--- src/rtl/core/fta_pkg.sv ---
// shared types and constants for the fixed-timestep accumulator
package fta_pkg;

  localparam int STAMP_WIDTH    = 32;
  localparam int STEP_CAP_LIMIT = 64;

  localparam int RATE_W   = 10;
  localparam int CAP_W    = 7;
  localparam int PERIOD_W = 20;
  localparam int BUDGET_W = 27;
  localparam int CFG_IDX_W  = 1;
  localparam int CFG_DATA_W = 10;

  localparam int DIV_STEPS = PERIOD_W;
  localparam int DIV_CNT_W = $clog2(DIV_STEPS);

  localparam logic [PERIOD_W-1:0] US_PER_SECOND = PERIOD_W'(1000000);
  localparam logic [RATE_W-1:0]   RATE_MIN      = RATE_W'(1);
  localparam logic [RATE_W-1:0]   RATE_MAX      = RATE_W'(1000);
  localparam logic [RATE_W-1:0]   RATE_RESET    = RATE_W'(60);
  localparam logic [CAP_W-1:0]    CAP_MIN       = CAP_W'(1);
  localparam logic [CAP_W-1:0]    CAP_MAX       = CAP_W'(STEP_CAP_LIMIT);
  localparam logic [CAP_W-1:0]    CAP_RESET     = CAP_W'(5);
  localparam logic [PERIOD_W-1:0] PERIOD_RESET  = PERIOD_W'(1000000 / 60);
  localparam logic [BUDGET_W-1:0] BUDGET_RESET  = BUDGET_W'(5 * (1000000 / 60));

  localparam logic [CFG_IDX_W-1:0] REG_TICK_RATE = CFG_IDX_W'(0);
  localparam logic [CFG_IDX_W-1:0] REG_MAX_STEPS = CFG_IDX_W'(1);

  typedef struct packed {
    logic div_init;
    logic div_step;
    logic bud_load;
    logic item_load;
    logic drain_step;
    logic rem_load;
    logic out_load;
  } fta_cmd_t;

  typedef struct packed {
    logic div_last;
    logic drain_go;
    logic out_free;
  } fta_stat_t;

endpackage

--- src/rtl/core/fta_ctrl.sv ---
// controller state machine for the fixed-timestep accumulator
module fta_ctrl (
  input  logic              clk,
  input  logic              rst_n,
  input  logic              cfg_we,
  input  logic              in_valid,
  output logic              in_ready,
  input  fta_pkg::fta_stat_t stat,
  output fta_pkg::fta_cmd_t  cmd
);

  typedef enum logic [4:0] {
    S_IDLE  = 5'b00001,
    S_DIV   = 5'b00010,
    S_BUD   = 5'b00100,
    S_DRAIN = 5'b01000,
    S_DONE  = 5'b10000
  } state_t;

  state_t state_r, state_nxt;

  assign in_ready = (state_r == S_IDLE) && !cfg_we;

  always_comb begin
    state_nxt = state_r;
    cmd       = '0;
    case (state_r)
      S_IDLE: begin
        if (cfg_we) begin
          cmd.div_init = 1'b1;
          state_nxt    = S_DIV;
        end else if (in_valid) begin
          cmd.item_load = 1'b1;
          state_nxt     = S_DRAIN;
        end
      end
      S_DIV: begin
        cmd.div_step = 1'b1;
        if (stat.div_last) begin
          state_nxt = S_BUD;
        end
      end
      S_BUD: begin
        cmd.bud_load = 1'b1;
        state_nxt    = S_IDLE;
      end
      S_DRAIN: begin
        if (stat.drain_go) begin
          cmd.drain_step = 1'b1;
        end else begin
          cmd.rem_load = 1'b1;
          state_nxt    = S_DONE;
        end
      end
      S_DONE: begin
        if (stat.out_free) begin
          cmd.out_load = 1'b1;
          state_nxt    = S_IDLE;
        end
      end
      default: begin
        state_nxt = S_IDLE;
      end
    endcase
  end

  always_ff @(posedge clk) begin
    if (!rst_n) begin
      state_r <= S_IDLE;
    end else begin
      state_r <= state_nxt;
    end
  end

endmodule

--- src/rtl/core/fta_dp.sv ---
// datapath: config registers, period divider, delta budget and drain loop
module fta_dp #(
  parameter int STAMP_W = fta_pkg::STAMP_WIDTH
) (
  input  logic                             clk,
  input  logic                             rst_n,
  input  logic                             cfg_we,
  input  logic [fta_pkg::CFG_IDX_W-1:0]    cfg_index,
  input  logic [fta_pkg::CFG_DATA_W-1:0]   cfg_wdata,
  input  logic                             in_action,
  input  logic [STAMP_W-1:0]               in_now_us,
  input  fta_pkg::fta_cmd_t                cmd,
  output fta_pkg::fta_stat_t               stat,
  output logic                             out_valid,
  input  logic                             out_ready,
  output logic [fta_pkg::CAP_W-1:0]        out_steps
);

  localparam int CMP_W = (STAMP_W > fta_pkg::BUDGET_W) ? STAMP_W : fta_pkg::BUDGET_W;

  logic [fta_pkg::RATE_W-1:0]   rate_r;
  logic [fta_pkg::CAP_W-1:0]    max_r;
  logic [fta_pkg::PERIOD_W-1:0] period_r;
  logic [fta_pkg::BUDGET_W-1:0] budget_r;
  logic                         started_r;
  logic [STAMP_W-1:0]           last_r;
  logic [fta_pkg::PERIOD_W-1:0] rem_r;
  logic [fta_pkg::BUDGET_W-1:0] acc_r;
  logic [fta_pkg::CAP_W-1:0]    cnt_r;
  logic                         out_valid_r;
  logic [fta_pkg::CAP_W-1:0]    out_steps_r;

  logic [fta_pkg::RATE_W-1:0]    div_rem_r;
  logic [fta_pkg::PERIOD_W-1:0]  div_dvd_r;
  logic [fta_pkg::PERIOD_W-1:0]  div_quot_r;
  logic [fta_pkg::DIV_CNT_W-1:0] div_cnt_r;

  logic [fta_pkg::RATE_W-1:0]   rate_c;
  logic [fta_pkg::CAP_W-1:0]    cap_v;
  logic [fta_pkg::CAP_W-1:0]    cap_c;
  logic [fta_pkg::RATE_W:0]     trial;
  logic                         trial_ge;
  logic [fta_pkg::RATE_W:0]     trial_sub;
  logic [STAMP_W-1:0]           delta;
  logic [CMP_W-1:0]             delta_x;
  logic [CMP_W-1:0]             budget_x;
  logic [fta_pkg::BUDGET_W-1:0] capped;
  logic [fta_pkg::BUDGET_W-1:0] acc_load;

  // clamp written values
  always_comb begin
    if (cfg_wdata == '0) begin
      rate_c = fta_pkg::RATE_MIN;
    end else if (cfg_wdata > fta_pkg::RATE_MAX) begin
      rate_c = fta_pkg::RATE_MAX;
    end else begin
      rate_c = cfg_wdata;
    end
    cap_v = cfg_wdata[fta_pkg::CAP_W-1:0];
    if (cap_v == '0) begin
      cap_c = fta_pkg::CAP_MIN;
    end else if (cap_v > fta_pkg::CAP_MAX) begin
      cap_c = fta_pkg::CAP_MAX;
    end else begin
      cap_c = cap_v;
    end
  end

  // restoring divider, one quotient bit per cycle
  assign trial     = {div_rem_r, div_dvd_r[fta_pkg::PERIOD_W-1]};
  assign trial_ge  = trial >= {1'b0, rate_r};
  assign trial_sub = trial - {1'b0, rate_r};

  // wrapping delta capped at the budget
  assign delta    = in_now_us - last_r;
  assign delta_x  = CMP_W'(delta);
  assign budget_x = CMP_W'(budget_r);
  always_comb begin
    if (delta_x > budget_x) begin
      capped = budget_r;
    end else begin
      capped = delta_x[fta_pkg::BUDGET_W-1:0];
    end
    if (in_action || !started_r) begin
      acc_load = '0;
    end else begin
      acc_load = fta_pkg::BUDGET_W'(rem_r) + capped;
    end
  end

  assign stat.div_last = (div_cnt_r == fta_pkg::DIV_CNT_W'(fta_pkg::DIV_STEPS - 1));
  assign stat.drain_go = (acc_r >= fta_pkg::BUDGET_W'(period_r)) && (cnt_r < max_r);
  assign stat.out_free = !out_valid_r || out_ready;

  assign out_valid = out_valid_r;
  assign out_steps = out_steps_r;

  always_ff @(posedge clk) begin
    if (!rst_n) begin
      rate_r      <= fta_pkg::RATE_RESET;
      max_r       <= fta_pkg::CAP_RESET;
      period_r    <= fta_pkg::PERIOD_RESET;
      budget_r    <= fta_pkg::BUDGET_RESET;
      started_r   <= 1'b0;
      last_r      <= '0;
      rem_r       <= '0;
      out_valid_r <= 1'b0;
    end else begin
      if (cfg_we) begin
        case (cfg_index)
          fta_pkg::REG_TICK_RATE: rate_r <= rate_c;
          fta_pkg::REG_MAX_STEPS: max_r  <= cap_c;
          default: ;
        endcase
        started_r <= 1'b0;
        last_r    <= '0;
        rem_r     <= '0;
      end
      if (cmd.bud_load) begin
        period_r <= div_quot_r;
        budget_r <= fta_pkg::BUDGET_W'(max_r) * fta_pkg::BUDGET_W'(div_quot_r);
      end
      if (cmd.item_load) begin
        if (in_action) begin
          started_r <= 1'b0;
          last_r    <= '0;
        end else begin
          started_r <= 1'b1;
          last_r    <= in_now_us;
        end
      end
      if (cmd.rem_load) begin
        rem_r <= acc_r[fta_pkg::PERIOD_W-1:0];
      end
      if (cmd.out_load) begin
        out_valid_r <= 1'b1;
      end else if (out_ready) begin
        out_valid_r <= 1'b0;
      end
    end
  end

  always_ff @(posedge clk) begin
    if (cmd.div_init) begin
      div_rem_r  <= '0;
      div_dvd_r  <= fta_pkg::US_PER_SECOND;
      div_quot_r <= '0;
      div_cnt_r  <= '0;
    end else if (cmd.div_step) begin
      div_rem_r  <= trial_ge ? trial_sub[fta_pkg::RATE_W-1:0] : trial[fta_pkg::RATE_W-1:0];
      div_dvd_r  <= {div_dvd_r[fta_pkg::PERIOD_W-2:0], 1'b0};
      div_quot_r <= {div_quot_r[fta_pkg::PERIOD_W-2:0], trial_ge};
      div_cnt_r  <= div_cnt_r + fta_pkg::DIV_CNT_W'(1);
    end
    if (cmd.item_load) begin
      acc_r <= acc_load;
      cnt_r <= '0;
    end else if (cmd.drain_step) begin
      acc_r <= acc_r - fta_pkg::BUDGET_W'(period_r);
      cnt_r <= cnt_r + fta_pkg::CAP_W'(1);
    end
    if (cmd.out_load) begin
      out_steps_r <= cnt_r;
    end
  end

endmodule

--- src/rtl/core/fixed_timestep_accumulator.sv ---
// top level of the fixed-timestep accumulator
//
//  channel  direction  signals
//  in       input      in_valid, in_ready, in_action, in_now_us
//  out      output     out_valid, out_ready, out_steps
//  cfg      input      cfg_we, cfg_index, cfg_wdata
//
// an advance or restart transaction runs the drain loop, which subtracts
// one period per cycle.
// a config write reruns the period divider, one quotient bit per cycle.
// reset is synchronous; the period and budget come up at 60 Hz and 5 steps.
// a result waiting on out_ready stalls the next transaction, backing up input.
module fixed_timestep_accumulator #(
  parameter int STAMP_WIDTH = fta_pkg::STAMP_WIDTH
) (
  input  logic                           clk,
  input  logic                           rst_n,
  input  logic                           cfg_we,
  input  logic [fta_pkg::CFG_IDX_W-1:0]  cfg_index,
  input  logic [fta_pkg::CFG_DATA_W-1:0] cfg_wdata,
  input  logic                           in_valid,
  output logic                           in_ready,
  input  logic                           in_action,
  input  logic [STAMP_WIDTH-1:0]         in_now_us,
  output logic                           out_valid,
  input  logic                           out_ready,
  output logic [fta_pkg::CAP_W-1:0]      out_steps
);

  fta_pkg::fta_cmd_t  cmd;
  fta_pkg::fta_stat_t stat;

  fta_ctrl u_ctrl (
    .clk      (clk),
    .rst_n    (rst_n),
    .cfg_we   (cfg_we),
    .in_valid (in_valid),
    .in_ready (in_ready),
    .stat     (stat),
    .cmd      (cmd)
  );

  fta_dp #(
    .STAMP_W (STAMP_WIDTH)
  ) u_dp (
    .clk       (clk),
    .rst_n     (rst_n),
    .cfg_we    (cfg_we),
    .cfg_index (cfg_index),
    .cfg_wdata (cfg_wdata),
    .in_action (in_action),
    .in_now_us (in_now_us),
    .cmd       (cmd),
    .stat      (stat),
    .out_valid (out_valid),
    .out_ready (out_ready),
    .out_steps (out_steps)
  );

endmodule

--- config.mk ---
export PLATFORM = sky130hd
export DESIGN_NAME = fixed_timestep_accumulator
export DESIGN_NICKNAME = d
export VERILOG_FILES = /design/src/rtl/core/fta_pkg.sv /design/src/rtl/core/fta_ctrl.sv /design/src/rtl/core/fta_dp.sv /design/src/rtl/core/fixed_timestep_accumulator.sv
export SDC_FILE = /design/constraint.sdc
export NUM_CORES = 1
export LEC_CHECK = 0
export ABC_CLOCK_PERIOD_IN_PS = 9250
export BUFFER_PORTS_ARGS = -buffer_cell sky130_fd_sc_hd__buf_2
export CORE_AREA = 2 2 170 172
export DETAILED_ROUTE_END_ITERATION = 16
export DIE_AREA = 0 0 172 174
export HOLD_SLACK_MARGIN = 0.08
export PLACE_DENSITY = 0.83
export SLEW_MARGIN = 15
export SYNTH_ARGS = -nofsm -noshare
export SYNTH_HDL_FRONTEND = slang
export SYNTH_HIERARCHICAL = 1
export SYNTH_SLANG_ARGS = --single-unit
--- constraint.sdc ---
create_clock -name clk -period 9.25 [get_ports clk]
set_input_delay 1.85 -clock clk [delete_from_list [all_inputs] [get_ports clk]]
set_output_delay 1.85 -clock clk [all_outputs]
set_load 0.005 [all_outputs]
==> flow_metrics.py, run 1 <==
metrics = {
    "sta": {
        "tightest_slew_ns": 0.985,
        "min_period_over_period_pct": 95.4,
        "max_freq_mhz": 113,
        "drv_slew": 0,
        "post-route-min-period_ns": 8.82,
        "maxSlewHeadroom_pct": 34.3,
        "fin_tns_setup_ns": 0,
        "setup_viol": 0,
        "hold_viol": 0,
        "fin_skew_ns": 0.0143,
    },
    "floorplan": {
        "die_h_um": 174,
        "core_mm2": 0.0282,
        "rows": 62,
        "initial_core_util_pct": 63.1,
        "die_w_um": 172,
        "die_area_mm2": 0.0299,
        "ioPinCount": 58,
    },
    "synth": {
        "synth_top_cell_area_share_pct": 20.1,
        "synth_async_sr_flop_share_pct": 0,
        "ys.flop_type": "dfxtp_1",
        "synth_cell_types": 83,
        "synth.area.top_cells": "dfxtp_1, ha_1, fa_1",
        "ys.warnings.count": 6,
        "synth_edf_count": 34,
        "syn-num-nets": 2418,
        "netlist_area_mm2": 0.0178,
        "seq_area_frac_synth_pct": 25.8,
        "synth_top_cell_by_area": "dfxtp_1",
        "avgSynthCellArea_um2": 8.44,
        "netlist_instances": 2111,
        "synth-seq-cells": 213,
    },
    "worst_setup_path": {
        "worstPathRequired_ns": 9.50,
        "cpMaxStageDelayCell": "a2111o_1",
        "critPathMaxStageDelay_ns": 0.46,
        "crit_fanout": 7,
        "endpoint_kind": "flop",
        "critPathLaunchType": "input port",
        "worstRegToRegCells": 34,
        "arrival_ns": 9.08,
        "crit_type": "input port to flop",
    },
    "clocking": {
        "cts.sinks": 213,
        "cts_htree_levels": 1,
        "cts_made_buffers": 26,
        "cts_tree": "yes",
        "hold_buffers": 0,
        "clk-insertion-delay-late_ns": 0.54,
        "clk_pin_slew_ns": 0.06,
        "clockBufferDepth": 3,
        "cts_root_buf": "clkbuf_16",
    },
    "grt": {
        "grt_pass1_vias": 14986,
        "grt.overflow.total": 0,
        "antenna_found_initial": 1,
        "grt_usage_pct": 27.9,
        "grt_pass1_wl_um": 69800,
        "grt_max_degree": 110,
    },
    "routing": {
        "routed_wl_um": 41100,
        "ant_nets": 0,
        "drc": 0,
        "drt-vias-per-instance": 6.00,
        "wl_per_cell_um": 16.3,
        "drtPass1Iterations": 6,
        "num_vias": 15095,
        "drtIter0Drc": 1070,
    },
    "placed_design": {
        "gp_congestion": 0.998,
        "dp_hpwl_um": 30200,
        "dp.cells": 2466,
        "numPortBuffers": 57,
    },
    "hold_path": {
        "holdPathStages": 1,
        "hold_class": "flop to flop",
    },
    "power": {
        "max-vdd-ir-drop_mv": 0.147,
        "power_density_mw_per_mm2": 138,
        "p_leak_uw": 0.00828,
    },
    "job": {
        "cap_violations": 0,
    },
    "finish": {
        "nNetsFinal": 2421,
        "finalNonFillerCells": 2517,
        "syn_to_final_growth_pct": 8.17,
        "diodes": 0,
        "drive_gt1_share_pct": 6.84,
    },
    "outcome": {
        "status": "completed",
    },
}
[synthesized netlist by cell type (all sizes together), types with 22 or more instances]
master and count:
o211ai 30, and2 41, nor2b 104, o21ai 83, mux2i 66, nor3 31, nand4 24, fa 93
a21o 27, nand2 236, clkbuf 87, nand3 34, nor2 118, ha 165, nand2b 29, xor2 35
dfxtp 179, o22ai 22, a21oi 125, nor3b 27, xnor2 66, a22oi 34, inv 220, edfxtp 34
[cells in the final DEF (no fill, tap or decap), types with 6 or more instances in the layout]
master and count:
o22ai_1 22, nor2_1 114, a211oi_1 14, nor3b_1 27, xor2_1 35, a21boi_0 16
or3_1 7, o21a_1 19, inv_1 220, nor4_1 6, ha_1 165, clkbuf_16 27
and2_1 39, a21oi_1 124, xnor2_1 66, a21o_1 27, o211ai_1 28, o21bai_1 11
a22oi_1 34, o21ai_0 77, nand3_1 34, nand4_1 24, nand2_1 236, nor3_1 30
edfxtp_1 34, and3_1 15, nor2b_1 103, buf_4 18, buf_2 56, clkbuf_1 6
mux2i_1 66, nand2b_1 29, dfxtp_1 179, fa_1 92
[per-layer routing]
metal / track usage, % / vias up / wire (um)
met4: 11.6 / 2 / 1720
li1: - / 7254 / -
met5: 0 / - / 13
met1: 36.1 / 7193 / 17500
met3: 3.83 / 113 / 2590
met2: 46.9 / 533 / 19300
[worst paths after layout]
path	from	to	slack (ns)
worst max-delay path	in_now_us[4]	u_dp/acc_r[24]	0.43
worst min-delay path	u_dp/div_dvd_r[6]	u_dp/div_dvd_r[6]	0.46
worst max register to register	u_dp/last_r[4]	u_dp/acc_r[24]	1.44
worst min register to register	u_dp/div_dvd_r[6]	u_dp/div_dvd_r[6]	0.46
[power by group]
part	internal, uW	switching [uW]	leakage, uW
registers	1000	49.0	0.00176
logic	239	331	0.00609
clock network	641	400	0.000424
total	1880	780	0.00828
[repair_timing]
action                                  in CTS  in global routing
setup buffers                                0                  4
endpoints found under the setup margin       0                 12
resized for setup                            0                 18
[cells by family (layout without fill, tap and decap cells)]
kind of cell / Yosys count / in the layout / synth area share, %
AND/OR/NAND/NOR: 700 / 700 / 19.8
flip-flops: 213 / 213 / 25.8
buffers and inverters: 320 / 342 / 6.88
multiplexers: 69 / 69 / 3.92
AO/OA/AOI/OAI: 450 / 450 / 16.6
adder cells (fa/ha/maj): 258 / 258 / 22.0
XOR/XNOR: 101 / 101 / 4.97
[area by class of cell]
class / count / area, um^2
tap: 384 / 480
inverter: 220 / 826
multi-input combinational: 1578 / 12100
timing repair buffer: 75 / 435
fill: 2303 / 8970
clock buffer: 33 / 698
clock inverter: 14 / 168
sequential: 213 / 4600
[registers in the layout, summed over array words and instances, names as in the netlist]
| register | flops |
|---|---|
| u_dp/started_r | 1 |
| u_dp/rem_r | 20 |
| u_dp/cnt_r | 7 |
| u_ctrl/state_r | 5 |
| u_dp/last_r | 32 |
| u_dp/max_r | 7 |
| u_dp/rate_r | 10 |
| u_dp/div_cnt_r | 5 |
| u_dp/budget_r | 27 |
| u_dp/out_valid | 1 |
| u_dp/out_steps | 7 |
| u_dp/acc_r | 27 |
| u_dp/div_dvd_r | 14 |
| u_dp/period_r | 20 |
| u_dp/div_quot_r | 20 |
| u_dp/div_rem_r | 10 |
[worst max-delay path: cells and delay by family]
family          cells  cell delay (ns)
fa+ha+maj           4             1.24
simple gates        8             1.45
compound gates     18             4.06
xor+xnor            1             0.22
buf+inv             3             0.24
[stage by stage]
step	hold WS, ns	area [um^2]	worst slack (ns)	utilization [%]	total power, uW
global route	0.498	19300	-0.00935	68.2	2790
finish	0.464	19300	0.426	68.2	2660
detailed placement	0.449	18300	-0.342	64.8	1620
CTS	0.462	19200	0.123	67.9	2670
global placement	0.441	18300	0.0337	64.8	1600
floorplan	0.430	17800	0.552	-	1480
No activity file was read; power rests on OpenSTA's default activity.
==> run 2: changes to the inputs <==
==> constraint.sdc (replaced) <==
create_clock -name clk -period 9.25 [get_ports clk]
set_input_delay 0.925 -clock clk [delete_from_list [all_inputs] [get_ports clk]]
set_output_delay 0.925 -clock clk [all_outputs]
set_load 0.005 [all_outputs]
==> run 2 against run 1 <==
Against the previous run: cell count down 0.48%; final area down 0.89%; non-clock buffer count down 9; largest power group unchanged; clock skew down 0.0070 ns; first-iteration DRC count down 4.0%; critical path depth down 1; clock power down 5%; count of clock-buffer cells in the layout down 1; sequential power about the same.
==> flow_metrics.py, run 2 (synthesis gave the netlist of run 1 again) <==
metrics = {
    "clocking": {
        "cts_made_buffers": 25,
        "post_cts_buffers": 0,
        "cts_tree": "yes",
        "cts_resized": 0,
        "clockBufferDepth": 3,
        "hold_buffers": 0,
        "cts.sinks": 213,
        "clk-insertion-delay-late_ns": 0.53,
        "clk_pin_slew_ns": 0.06,
        "cts_root_buf": "clkbuf_16",
        "cts_htree_levels": 1,
    },
    "sta": {
        "drv_slew": 0,
        "hold_viol": 0,
        "fin_tns_setup_ns": 0,
        "post-route-min-period_ns": 8.73,
        "rsz0062_at_grt": "false",
        "setup_viol": 0,
        "maxSlewHeadroom_pct": 36.1,
        "max_freq_mhz": 115,
        "tightest_slew_ns": 0.957,
        "min_period_over_period_pct": 94.4,
        "fin_skew_ns": 0.00726,
    },
    "worst_setup_path": {
        "worstPathRequired_ns": 9.49,
        "critPathMaxStageDelay_ns": 0.65,
        "crit_type": "input port to flop",
        "reg2reg_to": "u_dp/acc_r[21]",
        "endpoint_kind": "flop",
        "r2r_slack_ns": 0.72,
        "arrival_ns": 8.98,
        "worstReg2RegStart": "u_dp/last_r[0]",
        "cpMaxStageDelayCell": "a211oi_1",
        "worstRegToRegCells": 31,
        "crit_fanout": 50,
        "critPathLaunchType": "input port",
    },
    "routing": {
        "drc": 0,
        "num_vias": 14905,
        "drtPass1Iterations": 6,
        "drt-vias-per-instance": 5.95,
        "routed_wl_um": 40700,
        "wl_per_cell_um": 16.3,
        "ant_nets": 0,
        "drtIter0Drc": 1027,
    },
    "finish": {
        "top_regs": "u_dp/last_r: 32 flops, u_dp/acc_r: 27 flops, u_dp/budget_r: 27 flops",
        "nNetsFinal": 2411,
        "diodes": 0,
        "drive_gt1_share_pct": 6.13,
        "final_common_cell": "nand2_1",
        "final_area_mm2": 0.0191,
        "top_register": "u_dp/last_r",
        "syn_to_final_growth_pct": 7.21,
        "layout_common_cells": "nand2_1, inv_1, dfxtp_1",
        "final.fill_count": 2377,
        "largest_reg_flops": 32,
    },
    "grt": {
        "grt.overflow.total": 0,
        "grt_pass1_wl_um": 68700,
        "grt_max_degree": 67,
        "antenna_found_initial": 0,
        "grt_pass1_vias": 14732,
        "grt_usage_pct": 27.6,
    },
    "power": {
        "combPwrFrac_pct": 21.6,
        "power_density_mw_per_mm2": 136,
        "p_clk_share_pct": 38.1,
        "p_int_uw": 1830,
        "pwr-share-seq_pct": 40.3,
        "p_leak_uw": 0.00819,
        "swShare_pct": 29.9,
        "max-vdd-ir-drop_mv": 0.170,
        "p_switching_uw": 778,
    },
    "outcome": {
        "status": "completed",
    },
    "floorplan": {
        "die_area_mm2": 0.0299,
        "core_mm2": 0.0282,
        "rows": 62,
        "initial_core_util_pct": 63.1,
        "ioPinCount": 58,
        "die_h_um": 174,
        "die_w_um": 172,
    },
    "placed_design": {
        "gp_congestion": 0.944,
        "dpl_cell_area_mm2": 0.0183,
        "dp_hpwl_um": 30700,
        "numPortBuffers": 57,
    },
    "job": {
        "cap_violations": 0,
    },
    "hold_path": {
        "hold_path_startpoint": "u_dp/div_dvd_r[6]",
        "holdPathStages": 1,
        "hold_class": "flop to flop",
        "whs_endpoint": "u_dp/div_dvd_r[6]",
    },
}
## run 2: layout make-up
class	count	area [um^2]	share of cell area [%]
Clock inverter	12	124	0.649
Tap cell	384	480	2.52
Sequential cell	213	4600	24.1
Inverter	220	826	4.32
Multi-Input combinational cell	1578	12000	62.9
Clock buffer	32	703	3.68
Timing Repair Buffer	66	355	1.86
## run 2: worst max-delay path by stage
stage,startpoint,to,slack [ns],cells past startpoint
after detailed placement,in_now_us[0],u_dp/acc_r[22],0.34,34
final,in_now_us[0],u_dp/acc_r[21],0.52,33
after global placement,in_now_us[0],u_dp/acc_r[22],0.73,34
after global routing,in_now_us[0],u_dp/acc_r[23],0.1,33
after CTS,in_now_us[0],u_dp/acc_r[22],0.79,34
after floorplan,in_now_us[4],u_dp/acc_r[22],1.48,36
## run 2: worst max-delay path, delay by kind of cell
family,cells,cell delay (ns)
buf+inv,5,0.86
simple gates,9,1.76
xor+xnor,1,0.18
fa+ha+maj,4,1.26
compound gates,14,3.95
## run 2: routing by layer
layer / vias up / share of wire, % / global-route usage, %
met2: 418 / 48 / 46.9
li1: 7214 / - / -
met5: - / 0 / 0
met4: 0 / 3.6 / 9.80
met1: 7182 / 44 / 36.3
met3: 91 / 4.8 / 3.16
## run 2: metrics by stage
stage / setup WS (ns) / util [%] / total power (uW) / std cells / hold slack [ns]
after floorplan: 1.48 / - / 1480 / 2111 / 0.430
after global placement: 0.731 / 64.7 / 1600 / 2461 / 0.439
after detailed placement: 0.339 / 64.7 / 1620 / 2461 / 0.450
after CTS: 0.792 / 67.6 / 2620 / 2505 / 0.463
after global routing: 0.0987 / 67.6 / 2730 / 2505 / 0.482
final: 0.518 / 67.6 / 2600 / 2505 / 0.462
## run 2: power groups by stage
stage	Clock (uW)	Sequential, uW	Combinational, uW
final	993	1050	561
after global routing	1050	1060	630
after CTS	1010	1050	555
after detailed placement	0	1070	550
after global placement	0	1070	533
after floorplan	0	1040	440
==> run 3: changes to the inputs <==
PLACE_DENSITY = not set   (was 0.83)
PLACE_DENSITY_LB_ADDON = 0.3   (was not set)
==> run 3 against run 2 <==
Against the previous run: routed wire length increased by 0.39%; critical path type unchanged; die area unchanged; largest cell class unchanged; sequential power about the same; via count decreased by 0.61%; clock power about the same.
==> flow_metrics.py, run 3 (synthesis gave the netlist of run 1 again) <==
metrics = {
    "worst_setup_path": {
        "endpoint_kind": "flop",
        "worstPathRequired_ns": 9.51,
        "critPathLaunchType": "input port",
        "crit_buf_inv": 5,
        "cpMaxStageDelayCell": "a211oi_1",
        "crit_fanout": 45,
        "critPathMaxStageDelay_ns": 0.64,
        "arrival_ns": 8.89,
        "crit_type": "input port to flop",
        "crit_family": "compound AO/OA/AOI/OAI gates",
    },
    "clocking": {
        "clk-insertion-delay-late_ns": 0.55,
        "hold_buffers": 0,
        "clockBufferDepth": 3,
        "cts_resized": 0,
        "cts_root_buf": "clkbuf_16",
        "cts.sinks": 213,
        "post_cts_buffers": 0,
        "cts_made_buffers": 26,
        "clk_pin_slew_ns": 0.06,
        "cts_tree": "yes",
        "cts_htree_levels": 1,
    },
    "floorplan": {
        "rows": 62,
        "die_area_mm2": 0.0299,
        "ioPinCount": 58,
        "initial_core_util_pct": 63.1,
        "core_mm2": 0.0282,
        "die_h_um": 174,
        "die_w_um": 172,
    },
    "grt": {
        "antenna_found_initial": 0,
        "grt_usage_pct": 28.0,
        "grt_max_degree": 84,
        "grt_pass1_wl_um": 69600,
        "grt_pass1_vias": 14799,
        "grt.overflow.total": 0,
    },
    "sta": {
        "max_freq_mhz": 116,
        "whs_ns": 0.463,
        "fin_tns_setup_ns": 0,
        "setup_viol": 0,
        "post-route-min-period_ns": 8.64,
        "hold_viol": 0,
        "drv_slew": 0,
        "min_period_over_period_pct": 93.4,
        "tightest_slew_ns": 0.980,
        "rsz0062_at_grt": "false",
        "maxSlewHeadroom_pct": 34.6,
        "fin_skew_ns": 0.0172,
    },
    "routing": {
        "drt-vias-per-instance": 5.90,
        "routed_wl_um": 40900,
        "route.met3.wl_um": 1940,
        "num_vias": 14814,
        "drtIter0Drc": 1030,
        "routed.top_layer": "met4",
        "wl_per_cell_um": 16.3,
        "ant_nets": 0,
        "drt-met1-wl_um": 17900,
        "drc": 0,
        "drtPass1Iterations": 7,
        "met2_length_um": 19600,
    },
    "hold_path": {
        "hold_class": "flop to flop",
    },
    "placed_design": {
        "dpl_cell_area_mm2": 0.0183,
        "dp.cells": 2462,
        "numPortBuffers": 57,
        "gp_congestion": 0.943,
        "dp_hpwl_um": 30700,
    },
    "finish": {
        "top_register": "u_dp/last_r",
        "drive_gt1_share_pct": 6.26,
        "nNetsFinal": 2413,
        "syn_to_final_growth_pct": 7.34,
        "largest_reg_flops": 32,
        "diodes": 0,
        "final_common_cell": "nand2_1",
        "top_regs": "u_dp/last_r: 32 flops, u_dp/acc_r: 27 flops, u_dp/budget_r: 27 flops",
        "final_area_mm2": 0.0191,
        "layout_common_cells": "nand2_1, inv_1, dfxtp_1",
        "finalNonFillerCells": 2510,
    },
    "power": {
        "p_leak_uw": 0.00821,
        "total_power_uw": 2630,
        "power_density_mw_per_mm2": 137,
        "max-vdd-ir-drop_mv": 0.226,
    },
    "outcome": {
        "status": "completed",
    },
    "job": {
        "cap_violations": 0,
    },
}
-- run 3: cell count changes in the layout (fill, tap and decap cells not counted), sizes merged --
cell,change
inv,+3
buf,+1
clkbuf,-1
clkinv,+3
clkinvlp,-1
-- run 3: final timing paths --
| check | cells past startpoint | slack [ns] | to | start |
|---|---|---|---|---|
| max | 33 | 0.61 | u_dp/acc_r[21] | in_now_us[0] |
| min | 1 | 0.46 | u_dp/div_dvd_r[6] | u_dp/div_dvd_r[6] |
| max reg2reg | 31 | 0.79 | u_dp/acc_r[21] | u_dp/last_r[0] |
| min reg2reg | 1 | 0.46 | u_dp/div_dvd_r[6] | u_dp/div_dvd_r[6] |
-- run 3: layout make-up --
class | count | area (um^2)
Clock buffer | 31 | 691
Clock inverter | 17 | 153
Fill cell | 2340 | 9120
Inverter | 220 | 826
Multi-Input combinational cell | 1578 | 12000
Sequential cell | 213 | 4600
Tap cell | 384 | 480
Timing Repair Buffer | 67 | 363
-- run 3: routing by layer --
layer  GRT usage, %  up-vias
met5              0        -
met4           9.31        0
met3           3.12       89
met2           48.4      383
met1           36.3     7122
li1               -     7220
-- run 3: report_power, final --
part | switching [uW] | internal (uW) | total, uW
registers | 49.1 | 1000 | 1050
logic | 328 | 235 | 563
clock network | 421 | 591 | 1010
-- run 3: metrics by stage --
| stage | util, % | setup WS [ns] |
|---|---|---|
| final | 67.7 | 0.613 |
| after global routing | 67.7 | 0.130 |
| after CTS | 67.7 | 0.899 |
| after detailed placement | 64.7 | 0.391 |
| after global placement | 64.7 | 0.797 |
| after floorplan | - | 1.48 |
-- run 3: worst reg2reg max path: cells and delay by family (launching register included) --
kind                     cells  cell delay [ns]
AO/OA/AOI/OAI               15             4.04
flip-flops                   1             0.34
adder cells (fa/ha/maj)      4             1.29
buffers and inverters        3             0.71
AND/OR/NAND/NOR              9             1.78
